## config.mk

```make
export PLATFORM = sky130hd
export DESIGN_NAME = deque_with_middle_removal
export DESIGN_NICKNAME = d
export VERILOG_FILES = /design/src/sv/dwmr_pkg.sv /design/src/sv/deque_with_middle_removal.sv /design/src/sv/dwmr_agu.sv
export SDC_FILE = /design/constraint.sdc
export NUM_CORES = 1
export LEC_CHECK = 0
export ABC_AREA = 1
export BUFFER_PORTS_ARGS = -buffer_cell sky130_fd_sc_hd__buf_2
export CORE_ASPECT_RATIO = 1.2
export CORE_UTILIZATION = 55
export CTS_BUF_LIST = sky130_fd_sc_hd__clkbuf_4
export CTS_CLUSTER_DIAMETER = 30
export DETAILED_ROUTE_END_ITERATION = 16
export PLACE_DENSITY_LB_ADDON = 0.15
export SYNTH_ARGS = -nofsm -noshare
export SYNTH_HDL_FRONTEND = slang
export SYNTH_SLANG_ARGS = --single-unit
```

## constraint.sdc

```tcl
create_clock -name clk -period 5.2 [get_ports clk]
set_input_delay 0 -clock clk [delete_from_list [all_inputs] [get_ports clk]]
set_output_delay 0 -clock clk [all_outputs]
set_load 0.02 [all_outputs]
```

## src/sv/dwmr_pkg.sv

```systemverilog
// Package for the deque with middle removal: sizes, operation and status codes,
// and the item types of the request and result channels. No dependencies.
package dwmr_pkg;

  localparam int DEPTH = 16;
  localparam int PTR_W = (DEPTH > 1) ? $clog2(DEPTH) : 1;
  localparam int CNT_W = $clog2(DEPTH + 1);

  localparam logic [2:0] OP_PUSH_BACK  = 3'd0;
  localparam logic [2:0] OP_PUSH_FRONT = 3'd1;
  localparam logic [2:0] OP_POP_BACK   = 3'd2;
  localparam logic [2:0] OP_POP_FRONT  = 3'd3;
  localparam logic [2:0] OP_REMOVE_MID = 3'd4;

  localparam logic [1:0] ST_DONE  = 2'd0;
  localparam logic [1:0] ST_EMPTY = 2'd1;
  localparam logic [1:0] ST_FULL  = 2'd2;

  typedef struct packed {
    logic        [2:0]  kind;
    logic signed [31:0] value;
  } in_item_t;

  typedef struct packed {
    logic        [1:0]  status;
    logic signed [31:0] removed_value;
    logic        [4:0]  count;
  } out_item_t;

endpackage

```

## src/sv/deque_with_middle_removal.sv

```systemverilog
// Top level of the bounded deque with middle removal: sequencer, circular
// store and result registers. Depends on dwmr_pkg and dwmr_agu.
//
// Usage
//   Request: drive in_item (kind, value) and raise start. The item is taken
//   at the rising edge where start is high and busy is low; busy then stays
//   high until the result has been shown.
//   Result: out_item (status, removed_value, count) is valid for exactly one
//   cycle while out_strobe is high. The receiver cannot stall; the block
//   never holds a result back.
//   States, from the accepting edge to the strobe state S_DONE:
//     push back / push front / unused kind / empty or full case: S_EXEC
//     pop back / pop front: S_EXEC, S_TAKE
//     remove middle: S_EXEC, S_TAKE, then S_FETCH and S_MOVE once for each of
//     m = count - 1 - floor(count/2) elements behind the middle that close the gap.
//   The store is a single-port memory used as a ring around a front pointer;
//   every access goes through one shared address unit, and closing the gap
//   after a middle removal costs one read and one write per element moved.
//   One item at a time: a new item is taken the cycle after the strobe.
//   Reset: synchronous, active low. Count and front pointer clear; store
//   contents are left as they are and are never read before being written.
module deque_with_middle_removal
  import dwmr_pkg::*;
(
  input  logic      clk,
  input  logic      rst_n,
  input  logic      start,
  output logic      busy,
  input  in_item_t  in_item,
  output logic      out_strobe,
  output out_item_t out_item
);

  localparam logic [2:0] S_IDLE  = 3'd0;
  localparam logic [2:0] S_EXEC  = 3'd1;
  localparam logic [2:0] S_TAKE  = 3'd2;
  localparam logic [2:0] S_FETCH = 3'd3;
  localparam logic [2:0] S_MOVE  = 3'd4;
  localparam logic [2:0] S_DONE  = 3'd5;

  logic [2:0]        state_r, state_nxt;
  logic [PTR_W-1:0]  head_r, head_nxt;
  logic              head_upd;
  logic [CNT_W-1:0]  count_r, count_nxt;
  logic [PTR_W-1:0]  idx_r, idx_nxt;
  logic [1:0]        status_r, status_nxt;
  logic [31:0]       removed_r, removed_nxt;
  logic [2:0]        kind_r;
  logic [31:0]       value_r;

  // store
  logic [31:0]       mem [DEPTH];
  logic [31:0]       rd_data_r;
  logic              rd_en, wr_en;
  logic [31:0]       wr_data;

  // shared address unit
  logic [PTR_W-1:0]  agu_base, agu_off, agu_slot;

  logic              full, empty;
  logic [CNT_W:0]    idx_p1, idx_p2;

  dwmr_agu u_agu (
    .base   (agu_base),
    .offset (agu_off),
    .slot   (agu_slot)
  );

  assign full   = (count_r == CNT_W'(DEPTH));
  assign empty  = (count_r == '0);
  assign idx_p1 = (CNT_W+1)'(idx_r) + (CNT_W+1)'(1);
  assign idx_p2 = (CNT_W+1)'(idx_r) + (CNT_W+1)'(2);

  // front pointer follows the address unit on a push front or pop front
  assign head_nxt = head_upd ? agu_slot : head_r;

  always_comb begin
    state_nxt   = state_r;
    head_upd    = 1'b0;
    count_nxt   = count_r;
    idx_nxt     = idx_r;
    status_nxt  = status_r;
    removed_nxt = removed_r;
    agu_base    = head_r;
    agu_off     = '0;
    rd_en       = 1'b0;
    wr_en       = 1'b0;
    wr_data     = value_r;

    case (state_r)
      S_IDLE: begin
        if (start) begin
          state_nxt = S_EXEC;
        end
      end

      S_EXEC: begin
        status_nxt  = ST_DONE;
        removed_nxt = '0;
        state_nxt   = S_DONE;
        case (kind_r)
          OP_PUSH_BACK: begin
            if (full) begin
              status_nxt = ST_FULL;
            end else begin
              agu_off   = PTR_W'(count_r);
              wr_en     = 1'b1;
              count_nxt = count_r + CNT_W'(1);
            end
          end
          OP_PUSH_FRONT: begin
            if (full) begin
              status_nxt = ST_FULL;
            end else begin
              // one step back round the ring
              agu_off   = PTR_W'(DEPTH - 1);
              wr_en     = 1'b1;
              head_upd  = 1'b1;
              count_nxt = count_r + CNT_W'(1);
            end
          end
          OP_POP_BACK, OP_POP_FRONT, OP_REMOVE_MID: begin
            if (empty) begin
              status_nxt = ST_EMPTY;
            end else begin
              if (kind_r == OP_POP_BACK) begin
                idx_nxt = PTR_W'(count_r - CNT_W'(1));
              end else if (kind_r == OP_POP_FRONT) begin
                idx_nxt = '0;
              end else begin
                idx_nxt = PTR_W'(count_r >> 1);
              end
              agu_off   = idx_nxt;
              rd_en     = 1'b1;
              state_nxt = S_TAKE;
            end
          end
          default: begin
            // unused kinds: no change
          end
        endcase
      end

      S_TAKE: begin
        removed_nxt = rd_data_r;
        if (kind_r == OP_POP_FRONT) begin
          agu_off   = PTR_W'(1);
          head_upd  = 1'b1;
          count_nxt = count_r - CNT_W'(1);
          state_nxt = S_DONE;
        end else if (idx_p1 < (CNT_W+1)'(count_r)) begin
          // elements behind the gap: pull each one forward
          state_nxt = S_FETCH;
        end else begin
          count_nxt = count_r - CNT_W'(1);
          state_nxt = S_DONE;
        end
      end

      S_FETCH: begin
        agu_off   = PTR_W'(idx_p1);
        rd_en     = 1'b1;
        state_nxt = S_MOVE;
      end

      S_MOVE: begin
        agu_off = idx_r;
        wr_en   = 1'b1;
        wr_data = rd_data_r;
        idx_nxt = PTR_W'(idx_p1);
        if (idx_p2 < (CNT_W+1)'(count_r)) begin
          state_nxt = S_FETCH;
        end else begin
          count_nxt = count_r - CNT_W'(1);
          state_nxt = S_DONE;
        end
      end

      S_DONE: begin
        state_nxt = S_IDLE;
      end

      default: begin
        state_nxt = S_IDLE;
      end
    endcase
  end

  always_ff @(posedge clk) begin
    if (!rst_n) begin
      state_r  <= S_IDLE;
      head_r   <= '0;
      count_r  <= '0;
      idx_r    <= '0;
      status_r <= ST_DONE;
    end else begin
      state_r  <= state_nxt;
      head_r   <= head_nxt;
      count_r  <= count_nxt;
      idx_r    <= idx_nxt;
      status_r <= status_nxt;
    end
  end

  // payload registers, no reset
  always_ff @(posedge clk) begin
    removed_r <= removed_nxt;
    if (state_r == S_IDLE && start) begin
      kind_r  <= in_item.kind;
      value_r <= in_item.value;
    end
  end

  // ring store: one access per cycle, registered read
  always_ff @(posedge clk) begin
    if (wr_en) begin
      mem[agu_slot] <= wr_data;
    end
    if (rd_en) begin
      rd_data_r <= mem[agu_slot];
    end
  end

  assign busy                   = (state_r != S_IDLE);
  assign out_strobe             = (state_r == S_DONE);
  assign out_item.status        = status_r;
  assign out_item.removed_value = removed_r;
  assign out_item.count         = 5'(count_r);

  // never more elements than slots
  a_count_bound: assert property (@(posedge clk) disable iff (!rst_n)
    count_r <= CNT_W'(DEPTH))
    else $error("element count beyond store depth");

  // an accepted item keeps the block busy on the next cycle
  a_accept_busy: assert property (@(posedge clk) disable iff (!rst_n)
    (start && !busy) |=> busy)
    else $error("accepted item did not raise busy");

  // one strobe per item, and the block frees up right after it
  a_strobe_single: assert property (@(posedge clk) disable iff (!rst_n)
    out_strobe |=> (!out_strobe && !busy))
    else $error("result strobe longer than one cycle");

  // a dropped push only ever reports a full store
  a_full_report: assert property (@(posedge clk) disable iff (!rst_n)
    (out_strobe && out_item.status == ST_FULL) |-> (count_r == CNT_W'(DEPTH)))
    else $error("full status with spare room");

endmodule

```

## src/sv/dwmr_agu.sv

```systemverilog
// Address unit of the deque: maps a position counted from the front onto a
// slot of the circular store. Depends on dwmr_pkg.
module dwmr_agu
  import dwmr_pkg::*;
(
  input  logic [PTR_W-1:0] base,
  input  logic [PTR_W-1:0] offset,
  output logic [PTR_W-1:0] slot
);

  logic [PTR_W:0] sum;

  always_comb begin
    sum = {1'b0, base} + {1'b0, offset};
    // wrap once: both operands stay below DEPTH
    if (sum >= (PTR_W+1)'(DEPTH)) begin
      sum = sum - (PTR_W+1)'(DEPTH);
    end
    slot = sum[PTR_W-1:0];
  end

endmodule

```

==> reports/qor.txt, run 1 <==
Clock Tree Buf Depth: 3
TritonCTS clock tree: yes
commonest non-fill, non-tap cell in the layout: edfxtp_1
Pleak: 10.7 nW
critical path launch point type: flop
status: complete, no violations
f_max: 0.205 GHz
Tot GR Track Use: 27.2%
post-route insts no fill: 2753
Syn Area/Cell: 13.7 µm²
Most used DFF post-synth: edfxtp_1
DRT Pass-1 Iters: 6
Initial Util: 55.9%
detailed placement HPWL: 34200 µm
slowest CP cell: nor2_4
height of the die: 234 µm
commonest cells after routing, fill and taps aside: edfxtp_1, nand2_1, clkbuf_4
final net count: 2135
Final Hold Viols: 0
CTS buffer count: 159
initial antenna violation count: 1
Reg2Reg Depth: 17
Max FO, Critical Path: 25
sequential area share after synthesis: 76.1%
worst reg2reg setup slack: 0.33 ns
share of cells above drive strength 1: 20.2%
die area: 45500 µm²
Clock Latency Late Sink: 0.88 ns
Slew Viols, Final: 0
CTS H-tree lvls: 4
IO Port Bufs: 78
Worst Setup End Kind: flop
cell mode on critical path: nand2_1
Crit Path Category: flop to flop
Boundary Pins: 79
clk sink count: 629
worst vdd ir: 0.425 mV
vias in the first global route: 16059
post_cts resized: 0
ys async rst share: 0%
first-pass GRT wire length: 92400 µm
Placed Cells incl. Taps: 2404
max-cap violation count: 0
Hold WC Path Type: input pin to flop
dpl cell area: 26000 µm²
Hold Path End: count_r[2]
reg2reg start: count_r[0]
core area: 43900 µm²
via count: 15913
Pwr Density: 536 nW/µm²
Final min period: 4.87 ns
residual DRC count: 0
Slew headroom: 11.6%
Synth-to-Final Area Change: 17.3%
RSZ-0062 raised after global routing: false
Routed WL per cell: 22.1 µm
EDFF count, synth: 611
slew of the pin with the lowest slew margin: 1.32 ns
row count: 84
Setup Buffers After CTS: 0
kind of cell adding the most delay to the critical path: simple AND/OR/NAND/NOR gates
CP max stage delay: 0.53 ns
Buf+Inv Stages, Crit Path: 2
CTS clk-pin slew, worst paths: 0.06 ns
DRT iter0 DRCs: 1426
CP arrival: 5.42 ns
Yosys Warn Count: 0
gpl congestion: 0.856
Unique masters post-synth: 43
grt total ovfl: 0
Final period util: 93.7%
worst-path cell chain: clkinv_1 -> ha_1 -> xnor2_1 -> o22ai_1 -> nand2_1 -> nand3_1 -> nand2_1 -> o221ai_1 -> ha_1 -> a21oi_1 -> nand2_1 -> xnor2_1 -> nand3_4 -> nand2_4 -> nand2_1 -> nor2_4 -> buf_12
Mapped Area: 24600 µm²
syn_nets: 1843
# setup viols final: 0
required time of the worst setup path: 5.75 ns
setup TNS: 0 ns
Routed WL: 60900 µm
Worst Hold Launch: rst_n
die extent in x: 195 µm
Reg-to-Reg End: mem[2][3]
Hold Path Cell Cnt: 4
Routed Antenna Nets: 0
Root Buffer: clkbuf_4
design area: 28800 µm²
hold_buf cts: 74
Worst Skew: 0.0428 ns
flop and latch count out of synthesis: 629
largest net degree at the start of global routing: 129
Post-Synthesis Cells: 1788
Via density: 5.78
[through the flow]
step / util [%] / power [mW] / hold slack [ns] / worst slack [ns]
after detailed placement: 59.3 / 11.2 / 0.178 / 0.422
after CTS: 65.6 / 15.5 / 0.0108 / 0.365
after global routing: 65.6 / 16.2 / 0.0630 / 0.0658
final: 65.6 / 15.4 / 0.0706 / 0.326
after global placement: 59.3 / 11.1 / 0.177 / 0.646
after floorplan: - / 9.64 / 0.0989 / 0.429
[sequential cells by signal (all words and copies together), names as in the netlist]
signal / flops
rd_data_r: 32
count_r: 5
mem: 512
agu_base: 4
status_r: 2
removed_r: 32
kind_r: 3
value_r: 32
idx_r: 4
state_r: 3
[cell type report]
| type | instances | area [µm²] |
|---|---|---|
| Multi-Input combinational cell | 986 | 5310 |
| Inverter | 78 | 300 |
| Tap cell | 559 | 699 |
| Clock inverter | 51 | 364 |
| Sequential cell | 629 | 18700 |
| Fill cell | 3230 | 15100 |
| Antenna cell | 1 | 2.50 |
| Timing Repair Buffer | 226 | 1770 |
| Clock buffer | 223 | 1670 |
[report_power, final]
part           switching [mW]  total, mW  internal (mW)
sequential              0.162       6.78           6.62
combinational            3.15       4.45           1.30
clock                    1.94       4.21           2.27
[logic make-up after synthesis]
| kind of cell | Yosys count | synth area share (%) |
|---|---|---|
| flip-flops | 629 | 76.1 |
| buffers and inverters | 173 | 2.93 |
| AO/OA/AOI/OAI | 351 | 9.48 |
| adder cells (fa/ha/maj) | 17 | 0.896 |
| AND/OR/NAND/NOR | 611 | 10.3 |
| XOR/XNOR | 7 | 0.249 |
[synthesized netlist by cell type, types with 18 or more instances]
| cell | number | area [µm²] |
|---|---|---|
| nand2_1 | 444 | 1670 |
| dfxtp_1 | 18 | 360 |
| buf_2 | 32 | 160 |
| clkbuf_1 | 48 | 180 |
| a221oi_1 | 40 | 350 |
| nor2_1 | 67 | 251 |
| edfxtp_1 | 611 | 18300 |
| a21oi_1 | 50 | 250 |
| nand3_1 | 48 | 240 |
| o21ai_0 | 99 | 495 |
| a22oi_1 | 137 | 1030 |
| inv_1 | 67 | 251 |
[metal layers]
layer  global-route usage, %  up-vias  share of wire [%]  wire, µm
met1                    35.8     7766                 41     24700
met3                    5.24      100                8.5      5170
met2                    44.8      759                 49     29700
met4                    11.0        0                2.1      1300
li1                        -     7288                  -         -
met5                       0        -                  0         0
[worst max-delay path by stage]
| stage | startpoint | end | slack (ns) | cells after the start |
|---|---|---|---|---|
| 2_1_floorplan | count_r[0] | mem[8][0] | 0.43 | 18 |
| 3_3_place_gp | count_r[0] | mem[2][14] | 0.65 | 17 |
| 3_5_place_dp | count_r[0] | mem[2][19] | 0.42 | 17 |
| 4_1_cts | count_r[0] | mem[2][5] | 0.36 | 17 |
| 5_1_grt | count_r[0] | mem[2][19] | 0.07 | 17 |
| 6_report | count_r[0] | mem[2][3] | 0.33 | 17 |
[worst register-to-register path, stage by stage, from the launching register on]
cell,delay (ns)
dfxtp_1,0.42
clkinv_1,0.27
ha_1,0.33
xnor2_1,0.21
o22ai_1,0.16
nand2_1,0.09
nand3_1,0.07
nand2_1,0.09
o221ai_1,0.12
ha_1,0.39
a21oi_1,0.19
nand2_1,0.08
xnor2_1,0.34
nand3_4,0.39
nand2_4,0.35
nand2_1,0.28
nor2_4,0.53
buf_12,0.25
Note: power is estimated with default switching activity, not from simulation.
==> inputs of run 2 (changes only) <==
CTS_BUF_LIST = sky130_fd_sc_hd__clkbuf_4 sky130_fd_sc_hd__clkbuf_8 sky130_fd_sc_hd__clkbuf_16   (was sky130_fd_sc_hd__clkbuf_4)
SETUP_SLACK_MARGIN = 0.02   (was default)
==> reports/qor.txt, run 2 (synthesis results as in run 1) <==
status: complete, no violations
cell internal pwr: 12.5 mW (+22%)
Boundary Pins: 79 (unchanged)
RSZ-0062 raised after global routing: false
gr busiest metal: met2
Max FO, Critical Path: 25 (unchanged)
DRT Pass-1 Iters: 5 (-1)
overall power: 18.4 mW (+19%)
Diodes inserted: 0 (-1)
gpl congestion: 0.856 (unchanged)
Synth-to-Final Area Change: 23.0%
TritonCTS clock tree: yes
first-pass GRT wire length: 93000 µm (+0.71%)
setup TNS: 0 ns (unchanged)
commonest cells after routing, fill and taps aside: edfxtp_1, nand2_1, a22oi_1
Pleak: 11.2 nW (+4.5%)
Setup crit end: mem[2][10]
f_max: 0.205 GHz (about the same)
final net count: 2054 (-3.8%)
# setup viols final: 0 (unchanged)
CTS buffer count: 114 (-28%)
worst reg2reg setup slack: 0.33 ns (about the same)
commonest non-fill, non-tap cell in the layout: edfxtp_1
IO Port Bufs: 78 (unchanged)
DRT iter0 DRCs: 1558 (+9.3%)
CTS H-tree lvls: 3 (-1)
Initial Util: 55.9% (unchanged)
Clk pwr share: 38.9% (+12 points)
clk sink count: 629 (unchanged)
Routed WL per cell: 23.1 µm (+4.5%)
Comb power frac: 24.2% (-4.6 points)
Final Hold Viols: 0 (unchanged)
max-cap violation count: 0 (unchanged)
Routed WL: 61300 µm (+0.80%)
required time of the worst setup path: 5.54 ns (-0.21 ns)
worst-path cell chain: clkinv_1 -> ha_1 -> xnor2_1 -> o22ai_1 -> nand2_1 -> nand3_1 -> nand2_1 -> o221ai_1 -> ha_1 -> a21oi_1 -> nand2_1 -> xnor2_1 -> nand3_4 -> nand2_4 -> nand2_1 -> nor2_4 -> buf_12
row count: 84 (unchanged)
Switch Pwr: 5.97 mW (+14%)
Crit Path Category: flop to flop
Worst Skew: 0.0231 ns (-0.0196 ns)
max reg flops: 512 (unchanged)
Reg-to-Reg End: mem[2][10]
largest net degree at the start of global routing: 129 (unchanged)
critical path launch point type: flop
vias in the first global route: 15832 (-1.4%)
Reg power frac: 36.9% (-7.0 points)
Reg2Reg Depth: 17 (unchanged)
Biggest register: mem
share of cells above drive strength 1: 19.3% (-0.98 points)
die area: 45500 µm² (unchanged)
Routed Antenna Nets: 0 (unchanged)
via count: 15720 (-1.2%)
Clock Tree Buf Depth: 3 (unchanged)
critical path launch point: count_r[0]
grt total ovfl: 0 (unchanged)
Root Buffer: clkbuf_16
CP max stage delay: 0.53 ns (about the same)
kind of cell adding the most delay to the critical path: simple AND/OR/NAND/NOR gates
M3 GR Usage: 4.98% (-0.26 points)
height of the die: 234 µm (unchanged)
reg2reg start: count_r[0]
met1 GRT Util: 35.9% (+0.060 points)
met2 usage: 45.6% (+0.80 points)
Via density: 5.92 (+2.4%)
cell mode on critical path: nand2_1
Pwr Density: 610 nW/µm² (+14%)
worst vdd ir: 0.414 mV (-2.6%)
core area: 43900 µm² (unchanged)
Final min period: 4.87 ns (-0.00447 ns)
CP arrival: 5.21 ns (-0.21 ns)
Clock Latency Late Sink: 0.65 ns (-0.23 ns)
Finished Core Util: 68.8% (+3.2 points)
initial antenna violation count: 0 (-1)
sw frac: 32.4% (-1.6 points)
Tot GR Track Use: 27.4% (+0.19 points)
cell depth of the worst setup path: 17 (unchanged)
Worst Setup End Kind: flop
Slew Viols, Final: 0 (unchanged)
CTS clk-pin slew, worst paths: 0.05 ns (about the same)
Buf+Inv Stages, Crit Path: 2 (unchanged)
hold_buf cts: 38 (-49%)
slowest CP cell: nor2_4
detailed placement HPWL: 34200 µm (unchanged)
Slew headroom: 9.54% (-2.1 points)
Setup Buffers After CTS: 0 (unchanged)
Hold WC Path Type: input pin to flop
Hold Path Cell Cnt: 2 (-2)
Final period util: 93.6% (about the same)
slew of the pin with the lowest slew margin: 1.35 ns (+0.0306 ns)
post_cts resized: 0 (unchanged)
residual DRC count: 0 (unchanged)
die extent in x: 195 µm (unchanged)
==> run 2: how the worst min path moves through the flow <==
stage / endpoint / start / slack (ns)
5_1_grt: value_r[27] / in_item[27] / 0.06
2_1_floorplan: kind_r[0] / in_item[32] / 0.1
3_3_place_gp: value_r[12] / in_item[12] / 0.18
4_1_cts: value_r[21] / in_item[21] / 0.04
6_report: value_r[12] / in_item[12] / 0.05
3_5_place_dp: value_r[11] / in_item[11] / 0.18
==> run 2: final cells by class <==
class / count / area, µm²
multi-input combinational: 986 / 5310
clock inverter: 90 / 860
tap: 559 / 699
timing repair buffer: 190 / 1410
clock buffer: 124 / 2950
sequential: 629 / 18700
inverter: 78 / 300
fill: 2953 / 13700
==> run 2: power by group through the flow <==
stage	Clock, mW	Sequential, mW	Combinational [mW]
after floorplan	0	7.01	2.63
after global placement	0	6.87	4.28
after detailed placement	0	6.88	4.36
after CTS	7.24	6.79	4.43
after global routing	7.46	6.82	4.89
final	7.18	6.79	4.46
==> run 2: routing by layer <==
metal / part of all wire (%) / vias to the layer above
met4: 2.7 / 0
met1: 40 / 7722
met5: 0 / -
met2: 49 / 789
li1: - / 7077
met3: 8.4 / 132
==> run 2: stage by stage <==
| step | instance area, µm² | hold WS [ns] | setup WS [ns] | std cells |
|---|---|---|---|---|
| 6_report | 30200 | 0.0543 | 0.330 | 2656 |
| 3_3_place_gp | 26000 | 0.177 | 0.646 | 2404 |
| 4_1_cts | 30200 | 0.0370 | 0.380 | 2656 |
| 5_1_grt | 30200 | 0.0619 | 0.0717 | 2656 |
| 2_1_floorplan | 24600 | 0.0989 | 0.429 | 1788 |
| 3_5_place_dp | 26000 | 0.178 | 0.422 | 2404 |
